--- src/hw/rtl/assert_macros.svh ---
// Assertion macros used by the dense layer unit
`ifndef ASSERT_MACROS_SVH
`define ASSERT_MACROS_SVH

// Check that an antecedent implies a consequent in the same cycle
`define CHK_IMPL(label, clk, rst_n, ante, cons, msg) \
    label: assert property (@(posedge clk) disable iff (!rst_n) (ante) |-> (cons)) \
        else $error(msg);

// Check that an antecedent implies a consequent in the next cycle
`define CHK_NEXT(label, clk, rst_n, ante, cons, msg) \
    label: assert property (@(posedge clk) disable iff (!rst_n) (ante) |=> (cons)) \
        else $error(msg);

`endif

--- src/hw/rtl/dlsf_ram.sv ---
// Generic single-port RAM with registered read
module dlsf_ram #(
    parameter int WIDTH = 16,
    parameter int DEPTH = 64
) (
    input  logic                     clk,
    input  logic                     we,
    input  logic [$clog2(DEPTH)-1:0] addr,
    input  logic [WIDTH-1:0]         wdata,
    output logic [WIDTH-1:0]         rdata
);
    logic [WIDTH-1:0] mem [DEPTH];

    // Write or read one word per cycle
    always_ff @(posedge clk)
    begin
        if (we)
        begin
            mem[addr] <= wdata;
        end
        rdata <= mem[addr];
    end
endmodule

--- config.mk ---
export PLATFORM = sky130hd
export DESIGN_NAME = dlsf_ram
export DESIGN_NICKNAME = d
export VERILOG_FILES = /design/src/hw/rtl/assert_macros.svh /design/src/hw/rtl/dlsf_ram.sv
export SDC_FILE = /design/constraint.sdc
export NUM_CORES = 1
export LEC_CHECK = 0
export ABC_AREA = 1
export ABC_CLOCK_PERIOD_IN_PS = 9300
export BUFFER_PORTS_ARGS = -buffer_cell sky130_fd_sc_hd__buf_2
export CORE_ASPECT_RATIO = 0.9
export CORE_UTILIZATION = 30
export DETAILED_ROUTE_END_ITERATION = 6
export PLACE_DENSITY_LB_ADDON = 0.12
export SLEW_MARGIN = 15
export SYNTH_ARGS = -nofsm -noshare
export SYNTH_HDL_FRONTEND = slang
export SYNTH_SLANG_ARGS = --single-unit
--- constraint.sdc ---
create_clock -name clk -period 9.3 [get_ports clk]
set_input_delay 1.395 -clock clk [delete_from_list [all_inputs] [get_ports clk]]
set_output_delay 1.395 -clock clk [all_outputs]
set_load 0.01 [all_outputs]
* After elaboration in Yosys (flattened, before gate mapping)
Memories as Yosys holds them, arrays and structs flattened. A register that Yosys moved wholly into a read port is not among the register bits.
Index checks and enable logic that the tools add are counted.
** Operators by class
- Multiplexer cells :: 2
** Operators by type and width (count)
- $mux 1 :: 2
** Storage, ports and cells
- Register bits :: 0
- Bits in writable memories :: 1024
- Input port bits :: 24
- Word-level logic and storage cells :: 3
- Memories :: 1
** Memories
- mem :: words 64, bits a word 16, rd ports 1, clocked after Yosys merged registers in 1, wr ports 1, line dlsf_ram.sv:12 : logic [WIDTH-1:0] mem [DEPTH];

* Longest topological paths before layout
- Depth in word-level cells :: 2
- Mapped depth :: 15
- Gate-level depth less buffers :: 11

* Worst setup path after synthesis
Ideal clock, no wire load.
- Path type :: input -> register
- Start point :: in addr[0]
- End point :: mem mem[41][0], enable pin
- Library setup time :: 0.430 ns
- Arrival :: 3.658 ns
- Data required time :: 8.870 ns
- Setup slack :: 5.212 ns
- Stages on the path :: 6
- Buffers on the path :: 4
- Cell sequence :: buf_2 -> inv_2 -> buf_6 -> buf_6 -> buf_2 -> nor4_1
** RTL lines
- start: declaration :: line dlsf_ram.sv:8 : input logic [$clog2(DEPTH)-1:0] addr,
- end: declaration :: line dlsf_ram.sv:12
No word-level cell before the write port.

* Worst setup path in the final report
- Start point :: in addr[0]
- End point :: mem mem[52][13], enable pin
No word-level cell before the write port.

==> flow_summary.toml <==
[outcome]
status = "finished, final reports clean"

[sta]
final_max_slew_viol_count = 0
setup_viol = 0
fin_ws_ps = 4860
slew_headroom_pct = 24.3
hold_viol = 0
rsz0062_at_grt = "no"
finalCriticalPeriod_ps = 4440
fin_skew_ps = 20.6
post-route-period-util_pct = 47.8
max_freq_mhz = 225
tightest_slew_ps = 1130
finalSetupTns_ps = 0
holdWs_ps = 744

[detailed_routing]
via_per_inst = 4.49
first_pass_iters = 5
drc = 0
drtIter0Drc = 2196
wl_per_cell_um = 21.6
routed_wirelength_um = 137000
dr_total_vias = 28500
route.antenna.remaining_nets = 0

[clock_tree]
insertion_delay_ps = 730
cts_tree = "yes"
ctsRootBufferMaster = "clkbuf_16"
cts_buffer_depth = 3
htreeDepth = 3
cts.repair.resized = 0
cts_setup_buffers = 0
clk_pin_slew_ps = 60
cts_hold_buffers = 0
tritoncts_num_sinks = 1040
cts_buffers = 114

[worst_setup_path]
reg2reg_setup_slack_ps = 7600
arrival_ps = 4850
required_ps = 9700
crit_path_end_kind = "flop"
startpoint_type = "primary input"
critPathKind = "primary input to flop"
crit_fanout = 150

[grt]
grt_pass1_vias = 27100
met2_usage_pct = 28.1
antenna_found_initial = 7
use_met1_pct = 27.5
grt_use_met3_pct = 3.26
overflow = 0
grt_pass1_wl_um = 197000
track_usage_pct = 18.6
grt_max_degree = 151
grt-busiest-layer = "met2"

[floorplanning]
ios = 40
row_count = 132
initial_core_util_pct = 30.3
die-area_mm2 = 0.147
coreArea_mm2 = 0.144
fp.dieH_um = 364
die_w_um = 404

[power]
power.density_mw_per_mm2 = 207
ir_worst_vdd_v = 0.000150
power_leakage_nw = 20.4

[cells_and_area]
nets = 4334
area_growth_pct = 13.9
final_util_pct = 34.4
drive_above_1_share_pct = 7.34
finalInstanceArea_mm2 = 0.0496

[yosys]
syn_area_per_cell_um2 = 10.2
synthCells = 4256
yosys_warnings = 0
syn_area_mm2 = 0.0436
yosysUniqueCellTypes = 22
yosysTopAreaCell = "edfxtp_1"
netlist.area_leader.share_pct = 70.6
synthTopCellsByArea = "edfxtp_1 (71%), nand2_1 (24%), buf_2 (1.3%)"
syn_nets = 4280
ys_ff_latch = 1040
ys_seq_area_share_pct = 71.3

[place]
dp_hpwl_um = 76600
numPortBuffers = 39
placed_area_mm2 = 0.0461
dpl_worst_slack_ps = 4080
place_congestion = 0.813

[min_path]
hold_class = "flop to flop"

[run]
cap_viol_max_count = 0
[synth_stat cells]
master    number
inv_1         18
nor3_2         1
or2_1          3
nand2_1     2832
nor4_1         2
buf_4         14
inv_4          2
nand4_1        2
o211ai_1       5
buf_6          9
o21ai_1        6
nand3_1       13
clkbuf_1      57
buf_2        112
dfxtp_1       16
nor2_1       105
inv_2         10
edfxtp_1    1024
nor3_4         7
o21ai_0        1
buf_1         14
or2_2          3
[kinds of logic (layout without fill, tap and decap cells)]
family,Yosys count,in the layout,share of synthesized area [%]
and+or+nand+nor,2968,2968,25.9
other,0,2,0
AOI/OAI and AO/OA,12,12,0.167
DFF,1040,1040,71.3
buffers and inverters,236,383,2.64
[through the flow]
step	instances	total power, mW
after CTS	6346	10.4
after detailed placement	6137	5.98
after floorplan	4256	5.64
final	6348	10.3
after global placement	6137	5.98
after global routing	6346	10.6
[report_power, final]
part | internal, mW | switching (mW)
combinational | 0.136 | 0.513
sequential | 5.19 | 0.0230
clock | 2.50 | 1.89
[sequential cells by signal, summed over array words and instances, names as in the netlist]
signal / cells
mem: 1024
rdata: 16
[routing by layer]
metal / part of all wire, % / vias to the layer above
met2: 43 / 578
met5: 0.034 / -
met1: 49 / 13800
met4: 2.0 / 8
met3: 5.5 / 167
li1: - / 13900
[critical path: stages]
cell and delay, ps:
buf_8 300, inv_8 590, buf_12 600, nand3_1 1030, nor2_1 360, buf_4 320
[worst paths after layout]
path,from,to,cells after the start
setup reg to reg,mem[36][14]$_DFFE_PP_,rdata[14]$_DFF_P_,8
setup / recovery,addr[0],mem[52][13]$_DFFE_PP_,6
hold / removal,mem[47][14]$_DFFE_PP_,rdata[14]$_DFF_P_,6
hold reg to reg,mem[47][14]$_DFFE_PP_,rdata[14]$_DFF_P_,6
[layout make-up]
cell class	instances	area, um^2
inverters	30	135
flip-flops and latches	1040	31100
clock buffers	141	3060
well taps	1943	2430
diodes	2	5.00
clock inverters	68	489
multi-input cells	2980	11400
repair buffers	144	1060
fillers	14800	94400
[placed cells by master (no fill, tap or decap), types with 5 or more instances in the layout]
cell type	netlist	layout
buf_2	112	24
buf_4	14	116
bufinv_16	0	7
clkbuf_1	57	22
clkbuf_16	0	119
clkinv_1	0	33
clkinv_2	0	23
dfxtp_1	16	16
edfxtp_1	1024	1024
inv_1	18	18
inv_2	10	7
nand2_1	2832	2832
nand3_1	13	13
nor2_1	105	105
nor3_4	7	7
o211ai_1	5	5
o21ai_1	6	6
Note: power is estimated with default switching activity, not from simulation.
