[src/hw/rtl/assert_macros.svh]
// Assertion macros used by the dense layer unit
`ifndef ASSERT_MACROS_SVH
`define ASSERT_MACROS_SVH

// Check that an antecedent implies a consequent in the same cycle
`define CHK_IMPL(label, clk, rst_n, ante, cons, msg) \
    label: assert property (@(posedge clk) disable iff (!rst_n) (ante) |-> (cons)) \
        else $error(msg);

// Check that an antecedent implies a consequent in the next cycle
`define CHK_NEXT(label, clk, rst_n, ante, cons, msg) \
    label: assert property (@(posedge clk) disable iff (!rst_n) (ante) |=> (cons)) \
        else $error(msg);

`endif

[src/hw/rtl/dlsf_pkg.sv]
// Package: sizes, codes and the sigmoid constant table
package dlsf_pkg;
    localparam int VISIBLE_MAX = 1024;
    localparam int HIDDEN_MAX  = 64;
    localparam int VIS_W       = $clog2(VISIBLE_MAX);
    localparam int HID_W       = $clog2(HIDDEN_MAX);
    localparam int WADDR_W     = VIS_W + HID_W;
    localparam int ACC_W       = 48;

    localparam logic [1:0] KIND_WEIGHT  = 2'd0;
    localparam logic [1:0] KIND_BIAS    = 2'd1;
    localparam logic [1:0] KIND_VISIBLE = 2'd2;

    localparam logic [0:0] CFG_HIDDEN_COUNT  = 1'b0;
    localparam logic [0:0] CFG_VISIBLE_COUNT = 1'b1;

    // exp(-2^(k-12)) in Q.16
    function automatic logic [15:0] expc(input logic [3:0] k);
        logic [15:0] r;
        begin
            case (k)
                4'd0:    r = 16'd65520;
                4'd1:    r = 16'd65504;
                4'd2:    r = 16'd65472;
                4'd3:    r = 16'd65408;
                4'd4:    r = 16'd65280;
                4'd5:    r = 16'd65026;
                4'd6:    r = 16'd64520;
                4'd7:    r = 16'd63520;
                4'd8:    r = 16'd61565;
                4'd9:    r = 16'd57835;
                4'd10:   r = 16'd51039;
                4'd11:   r = 16'd39750;
                4'd12:   r = 16'd24109;
                4'd13:   r = 16'd8869;
                4'd14:   r = 16'd1200;
                4'd15:   r = 16'd22;
                default: r = 16'd0;
            endcase
            return r;
        end
    endfunction
endpackage

[src/hw/rtl/dlsf_sigmoid.sv]
// Iterative sigmoid: exp product over 16 bit steps then restoring divide
module dlsf_sigmoid (
    input  logic                        clk,
    input  logic                        rst_n,
    input  logic                        start,
    input  logic signed [dlsf_pkg::ACC_W-1:0] z,
    output logic                        busy,
    output logic                        done,
    output logic [15:0]                 result
);
    import dlsf_pkg::*;

    typedef enum logic [1:0] {S_IDLE, S_EXP, S_DIV, S_FIN} state_t;

    state_t       state_reg;
    logic [16:0]  a_reg;
    logic         neg_reg;
    logic [16:0]  e_reg;
    logic [4:0]   k_reg;
    logic [17:0]  d_reg;
    logic [33:0]  num_reg;
    logic [18:0]  rem_reg;
    logic [17:0]  q_reg;
    logic [5:0]   bit_reg;

    // Argument: floor shift by 15 and saturate to +-32768
    logic signed [32:0] x_sh;
    logic signed [32:0] x_sat;
    logic [16:0]        a_in;
    always_comb
    begin
        x_sh = z[ACC_W-1:15];
        if (x_sh > 33'sd32768)
            x_sat = 33'sd32768;
        else if (x_sh < -33'sd32768)
            x_sat = -33'sd32768;
        else
            x_sat = x_sh;
        a_in = x_sat[32] ? 17'(-x_sat) : 17'(x_sat);
    end

    // One exp multiply step
    logic [33:0] e_prod;
    assign e_prod = e_reg * expc(k_reg[3:0]) + 34'd32768;

    // One restoring division step
    logic [18:0] rem_sh;
    logic        ge;
    assign rem_sh = {rem_reg[17:0], num_reg[bit_reg]};
    assign ge     = rem_sh >= {1'b0, d_reg};

    logic [17:0] q_fin;
    assign q_fin = neg_reg ? 18'd65536 - q_reg : q_reg;

    assign busy = (state_reg != S_IDLE);

    // Hold state and registered outputs
    always_ff @(posedge clk or negedge rst_n)
    begin
        if (!rst_n)
        begin
            state_reg <= S_IDLE;
            done      <= 1'b0;
        end
        else
        begin
            done <= 1'b0;
            case (state_reg)
                S_IDLE:
                begin
                    if (start)
                    begin
                        a_reg     <= a_in;
                        neg_reg   <= x_sat[32];
                        e_reg     <= 17'd65536;
                        k_reg     <= 5'd0;
                        state_reg <= S_EXP;
                    end
                end
                S_EXP:
                begin
                    if (a_reg[k_reg[3:0]])
                        e_reg <= 17'(e_prod >> 16);
                    k_reg <= k_reg + 5'd1;
                    if (k_reg == 5'd15)
                        state_reg <= S_DIV;
                    if (k_reg == 5'd15)
                    begin
                        d_reg   <= 18'd65536;
                        num_reg <= 34'd0;
                        rem_reg <= 19'd0;
                        q_reg   <= 18'd0;
                        bit_reg <= 6'd33;
                    end
                end
                S_DIV:
                begin
                    // First cycle of divide loads operands
                    if (bit_reg == 6'd33 && d_reg == 18'd65536 && num_reg == 34'd0)
                    begin
                        d_reg   <= 18'd65536 + 18'(e_reg);
                        num_reg <= 34'h1_0000_0000 + 34'((18'd65536 + 18'(e_reg)) >> 1);
                        bit_reg <= 6'd33;
                        rem_reg <= 19'd0;
                    end
                    else
                    begin
                        rem_reg <= ge ? rem_sh - {1'b0, d_reg} : rem_sh;
                        q_reg   <= {q_reg[16:0], ge};
                        bit_reg <= bit_reg - 6'd1;
                        if (bit_reg == 6'd0)
                            state_reg <= S_FIN;
                    end
                end
                S_FIN:
                begin
                    result    <= (q_fin > 18'd65535) ? 16'hFFFF : q_fin[15:0];
                    done      <= 1'b1;
                    state_reg <= S_IDLE;
                end
                default: state_reg <= S_IDLE;
            endcase
        end
    end
endmodule

[config.mk]
export PLATFORM = sky130hd
export DESIGN_NAME = dlsf_sigmoid
export DESIGN_NICKNAME = d
export VERILOG_FILES = /design/src/hw/rtl/assert_macros.svh /design/src/hw/rtl/dlsf_pkg.sv /design/src/hw/rtl/dlsf_sigmoid.sv
export SDC_FILE = /design/constraint.sdc
export NUM_CORES = 1
export LEC_CHECK = 0
export BUFFER_PORTS_ARGS = -buffer_cell sky130_fd_sc_hd__buf_4
export CAP_MARGIN = 20
export CORE_UTILIZATION = 45
export CTS_BUF_LIST = sky130_fd_sc_hd__clkbuf_4 sky130_fd_sc_hd__clkbuf_8 sky130_fd_sc_hd__clkbuf_16
export CTS_CLUSTER_DIAMETER = 80
export DETAILED_ROUTE_END_ITERATION = 10
export PLACE_DENSITY = 0.58
export SLEW_MARGIN = 30
export SYNTH_ARGS = -nofsm -noshare
export SYNTH_HDL_FRONTEND = slang
export SYNTH_SLANG_ARGS = --single-unit
[constraint.sdc]
create_clock -name clk -period 13.4 [get_ports clk]
set_input_delay 0.67 -clock clk [delete_from_list [all_inputs] [get_ports clk]]
set_output_delay 0.67 -clock clk [all_outputs]
set_load 0.02 [all_outputs]
* After elaboration in Yosys (flattened, before gate mapping) *
Memories as Yosys holds them, arrays and structs flattened. A register that Yosys moved wholly into a read port is not among the register bits.
Index checks and enable logic that the tools add are counted.

storage, ports and cells
  flip-flop bits (word level) = 152
  bits in latches = 0
  memory bits (writable) = 0
  bits in read-only memories = 256
  input bits = 51
  output and inout bits = 18
  logic and storage cells = 93
  memories kept = 1

memory list
  memory           depth  width  rd ports  clocked after Yosys merged registers in  wr ports  line            RTL
  (no name shown)  16     16     1         1                                        0         dlsf_pkg.sv:21  case (k)

cells by class
  add/sub/neg operators = 9
  $mul = 1
  divide/modulo/power cells = 0
  magnitude comparators = 6
  eq/ne operators = 12
  shift operators = 0
  mux-type cells = 36
  bitwise gates (word level) = 0
  reduce and logical (&&, ||, !) cells = 16

operator list
  operator                                                                         count
  18-bit two-way mux                                                               8
  18-bit case mux with 2 select lines                                              3
  34-bit two-way mux                                                               2
  34-bit case mux with 2 select lines                                              1
  33-bit two-way mux                                                               2
  17-bit by 17-bit adder with 18-bit output (first input constant)                 2
  33-bit by 17-bit adder with 34-bit output (first input constant)                 1
  34-bit zero test                                                                 1
  17-bit two-way mux                                                               2
  17-bit case mux with 2 select lines                                              1
  33-bit by 16-bit adder with 33-bit output (second input constant)                1
  33-bit by 17-bit > comparator with 1-bit output (second input constant)          1
  33-bit by 16-bit less-than comparator with 1-bit output (second input constant)  1
  17-bit by 16-bit multiplier with 33-bit output                                   1
  19-bit by 18-bit greater-or-equal comparator with 1-bit output                   1
  18-bit by 17-bit == test with 1-bit output (second input constant)               1
  18-bit by 16-bit > comparator with 1-bit output (second input constant)          1
  17-bit by 18-bit subtractor with 18-bit output (first input constant)            1
  18-bit subtractor                                                                1
  16-bit two-way mux                                                               1
  16-bit negator                                                                   1
  4-bit AND reduction                                                              4
  6-bit two-way mux                                                                2
  2-bit != test (second input constant)                                            6
  other kinds (23)                                                                 34

* Longest topological paths before layout *
  depth in word-level cells = 6
  gate-level depth with buffers = 24
  mapped depth without buffers = 22

* Worst setup path after synthesis *
No wires, ideal clock.

  kind = register to register
  start point = register (tool-made name)
  end point = register e_reg[13] (data pin)
  setup time = 255 ps
  arrival time = 5863 ps
  required time = 13145 ps
  slack = 7282 ps
  stages on the path, launching flop included = 23
  path buffers = 2
  period minus slack after synthesis = 6118 ps
  path through = dfxtp_1 clkbuf_1 clkbuf_1 nand2_1 fa_1 inv_1 fa_1 fa_1 fa_1 fa_1 inv_1 fa_1 inv_1 ha_1 a21o_1 a21o_1 a21oi_1 o21ai_0 nand2_1 o21a_1 o311ai_0 a211o_1 and3b_1

RTL lines
  element                 line                RTL
  end signal: assignment  dlsf_sigmoid.sv:83  e_reg <= 17'(e_prod >> 16);
  end: declaration        dlsf_sigmoid.sv:18  logic [16:0] e_reg;

==> results.txt <==
----------------------------------------------------
[Status]
  Result of the run ... complete, no violations

[Setup path]
  Type of element launching the critical path ... flop
  Worst reg-to-reg path cell count ... 21
  Worst path cell trace ... and2_1 > fa_1 > inv_1 > fa_1 > fa_1 > inv_1 > ha_1 > fa_1 > inv_1 > fa_1 > inv_1 > ha_1 > nand3_1 > nor2_1 > o41ai_1 > a21oi_1 > o21ai_0 > o21a_1 > o31ai_1 > o41ai_1 > mux2i_1
  Highest-delay cell along the critical path ... sky130_fd_sc_hd__dfxtp_1
  Arrival time at the worst endpoint ... ~7400 ps
  Required arrival time at the worst endpoint ... 13560 ps
  Worst Path Class, Setup ... flop to flop
  Capture instance of the worst register-to-register path ... e_reg[16]$_SDFFCE_PN1P_
  Delay of the slowest critical-path stage ... approximately 840 ps
  Worst setup endpoint ... e_reg[16]$_SDFFCE_PN1P_
  Max FO, Critical Path ... 17
  Worst setup slack for register-to-register paths ... between 6000 and 7000 ps
  Sort of element at the end of the critical path ... flop
  Cell with the most instances on the worst path ... sky130_fd_sc_hd__fa_1

[STA]
  Worst Max-Slew Pin Slew ... 872 ps
  Final hold slack ... 36.8 ps
  Hold Violations, Final ... 0
  Worst clock skew on the final layout ... 16.0 ps
  Final-layout setup total negative slack ... 0 ps
  Setup repair after global routing missed its margin ... false
  FMAX ... 138 MHz
  Max-Slew Margin vs Limit ... 41.8%
  Final cycle utilization of the critical path ... 54.2%
  Max Slew Vio Count ... 0
  Final critical path time including I/O delays and setup ... between 7000 and 8000 ps
  Final number of setup-violating endpoints ... 0

[Floorplanning]
  CORE AREA ... approximately 0.035 mm2
  Chip Height ... 191 um
  Die Footprint ... 0.0366 mm2
  I/O pins ... 69
  Effective utilization at floorplan ... 46.2%
  Standard-cell row count ... a little under 70
  Die Wd ... 191 um

[Clocking]
  Number of buffers created by CTS ... 17
  CTS sink count ... 136
  H-tree level count ... 4
  Setup Buffers After CTS ... 0
  Number of hold-repair buffers added at the cts stage ... 0
  Register clock-pin slew on the reported worst setup and hold paths ... 60 ps
  Post-cts gate resize count ... 0
  Clock Tree Root ... sky130_fd_sc_hd__clkbuf_16
  CTS tree ... done
  Buffer levels on the longest clock path ... 2
  Clk Latency, worst-skew pair ... 440 ps

[Synthesis]
  Sequential area share after synthesis ... between 20% and 30%
  Top-area cell type share of the netlist area ... 25.8%
  Largest cells by area after synthesis ... sky130_fd_sc_hd__fa_1 (26%), sky130_fd_sc_hd__edfxtp_1 (22%), sky130_fd_sc_hd__ha_1 (12%)
  Commonest cells in the netlist ... sky130_fd_sc_hd__inv_1 (306), sky130_fd_sc_hd__nand2_1 (209), sky130_fd_sc_hd__fa_1 (208), sky130_fd_sc_hd__and2_1 (175), sky130_fd_sc_hd__ha_1 (154)
  Post-synthesis cell type with the largest combined area ... sky130_fd_sc_hd__fa_1
  Dominant synthesized flop cell ... sky130_fd_sc_hd__edfxtp_1
  Synthesized instance count ... 1662
  Library cell with the highest instance count after synthesis ... sky130_fd_sc_hd__inv_1
  Synth Net Count ... 2075
  Post-synth ARST share ... under 10%
  Total standard cell area after synthesis ... 0.0161 mm2
  Number of enable-type register cells in the synthesized netlist ... 117
  Netlist cell types ... 58
  Synthesized area divided by synthesized cell count ... 9.70 um2
  Yosys warns ... 0
  Flop and latch count out of synthesis ... ~140

[Detailed routing]
  Vias per Instance ... roughly 5.2
  Number of DRC markers after the initial detailed-route iteration ... ~590
  Overall via count from detail_route ... 11100
  Number of remaining DRC errors ... 0
  Final Routed Wirelength ... 34700 um
  Number of antenna-violating nets in the routed design ... 0
  Routed WL per cell ... between 15 and 20 um
  First-pass detailed-route iteration total ... 7

[Flow run]
  Number of maximum-capacitance constraint violations ... 0

[Layout]
  Final Instance Area ... around 0.018 mm2
  Proportion of layout cells with a drive suffix above 1 ... 7.47%
  Antenna cells ... 0
  Number of nets in the layout ... 2100
  Final cell utilization of the core ... 50.3%
  Area growth, synth to finish ... 8.78%

[Place]
  Routability congestion estimate ... 0.821
  Dpl hpwl ... 25700 um
  Port Buf Inserts ... 53
  Placed cell area ... 0.0170 mm2

[Global routing]
  Overall routing resource usage ... between 20% and 30%
  Total global routing overflow ... 0
  Number of global-route vias before repair ... between 10000 and 15000
  Maximum number of pins on one net before global-route repair ... between 40 and 50
  Top Usage Layer GRT ... met2
  Routing usage on met2 ... 34.7%
  Met3 track demand over resource ... 2.97%
  First-pass GRT wire length ... 59500 um
  Antenna violations before repair ... 0
  Met1 capacity usage during global routing ... 28.3%

[Worst hold path]
  Hold Crit Class ... input port to asynchronous set/reset pin

----------------------------------------------------
[how the worst min path moves through the flow]
stage | slack, ps | depth (start not counted) | start | endpoint
after floorplan | 370 | 0 | rst_n | done$_DFF_PN0_
after detailed placement | 480 | 1 | rst_n | done$_DFF_PN0_
after global routing | 20 | 1 | rst_n | state_reg[0]$_DFFE_PN0P_
after CTS | 20 | 1 | rst_n | state_reg[1]$_DFFE_PN0P_
final | 40 | 1 | rst_n | state_reg[1]$_DFFE_PN0P_
after global placement | 480 | 1 | rst_n | done$_DFF_PN0_
[area by class of cell]
type	instances	area (um2)
clock buffers	19	440
clock inverters	13	123
fillers	3224	17400
inverters	306	1150
multi-input cells	1158	10800
flip-flops and latches	136	3910
well taps	455	569
repair buffers	68	510
[kinds of logic (layout without fill, tap and decap cells)]
kind of cell | count (synthesis) | in the layout | synth area share [%]
buffers and inverters | 368 | 406 | 8.63
adder cells (fa/ha/maj) | 362 | 362 | 37.8
multiplexers | 35 | 35 | 2.97
AO/OA/AOI/OAI | 160 | 160 | 6.28
flip-flops | 136 | 136 | 24.3
XOR/XNOR | 54 | 54 | 2.93
AND/OR/NAND/NOR | 547 | 547 | 17.1
[metal layers]
metal / vias to the layer above / part of all wire, %
li1: 5356 / -
met1: 5588 / 47
met2: 170 / 48
met3: 31 / 3.2
met4: 0 / 1.5
met5: - / 0
[critical path, delay by kind of cell, from the launching register on]
kind	cells	cell delay, ps
adder cells (fa/ha/maj)	7	3010
AO/OA/AOI/OAI	6	2340
flip-flops	1	840
AND/OR/NAND/NOR	3	420
buffers and inverters	4	230
multiplexers	1	140
[per-stage QoR]
step,setup slack (ps),instances
after floorplan,7280,1662
after global placement,6140,2123
after detailed placement,6110,2123
after CTS,6060,2155
after global routing,5590,2155
final,6140,2155
[cells in the final DEF, fill, tap and decap left out, types with 10 or more instances in the layout]
| master | count |
|---|---|
| sky130_fd_sc_hd__mux2i_1 | 22 |
| sky130_fd_sc_hd__edfxtp_1 | 117 |
| sky130_fd_sc_hd__clkbuf_16 | 17 |
| sky130_fd_sc_hd__nor4_1 | 10 |
| sky130_fd_sc_hd__fa_1 | 208 |
| sky130_fd_sc_hd__buf_4 | 68 |
| sky130_fd_sc_hd__inv_1 | 305 |
| sky130_fd_sc_hd__a21oi_1 | 53 |
| sky130_fd_sc_hd__o21ai_0 | 28 |
| sky130_fd_sc_hd__mux4_2 | 10 |
| sky130_fd_sc_hd__nand2_1 | 209 |
| sky130_fd_sc_hd__nor2_1 | 66 |
| sky130_fd_sc_hd__and2_1 | 175 |
| sky130_fd_sc_hd__nor3_1 | 13 |
| sky130_fd_sc_hd__ha_1 | 153 |
| sky130_fd_sc_hd__xor2_1 | 25 |
| sky130_fd_sc_hd__a31oi_1 | 12 |
| sky130_fd_sc_hd__a21o_1 | 18 |
| sky130_fd_sc_hd__nand4_1 | 12 |
| sky130_fd_sc_hd__nor2b_1 | 13 |
| sky130_fd_sc_hd__xnor2_1 | 29 |
| sky130_fd_sc_hd__dfxtp_1 | 16 |
Power is not shown: default switching activity piles up to over one toggle a cycle in this logic, so the estimate is an artifact.
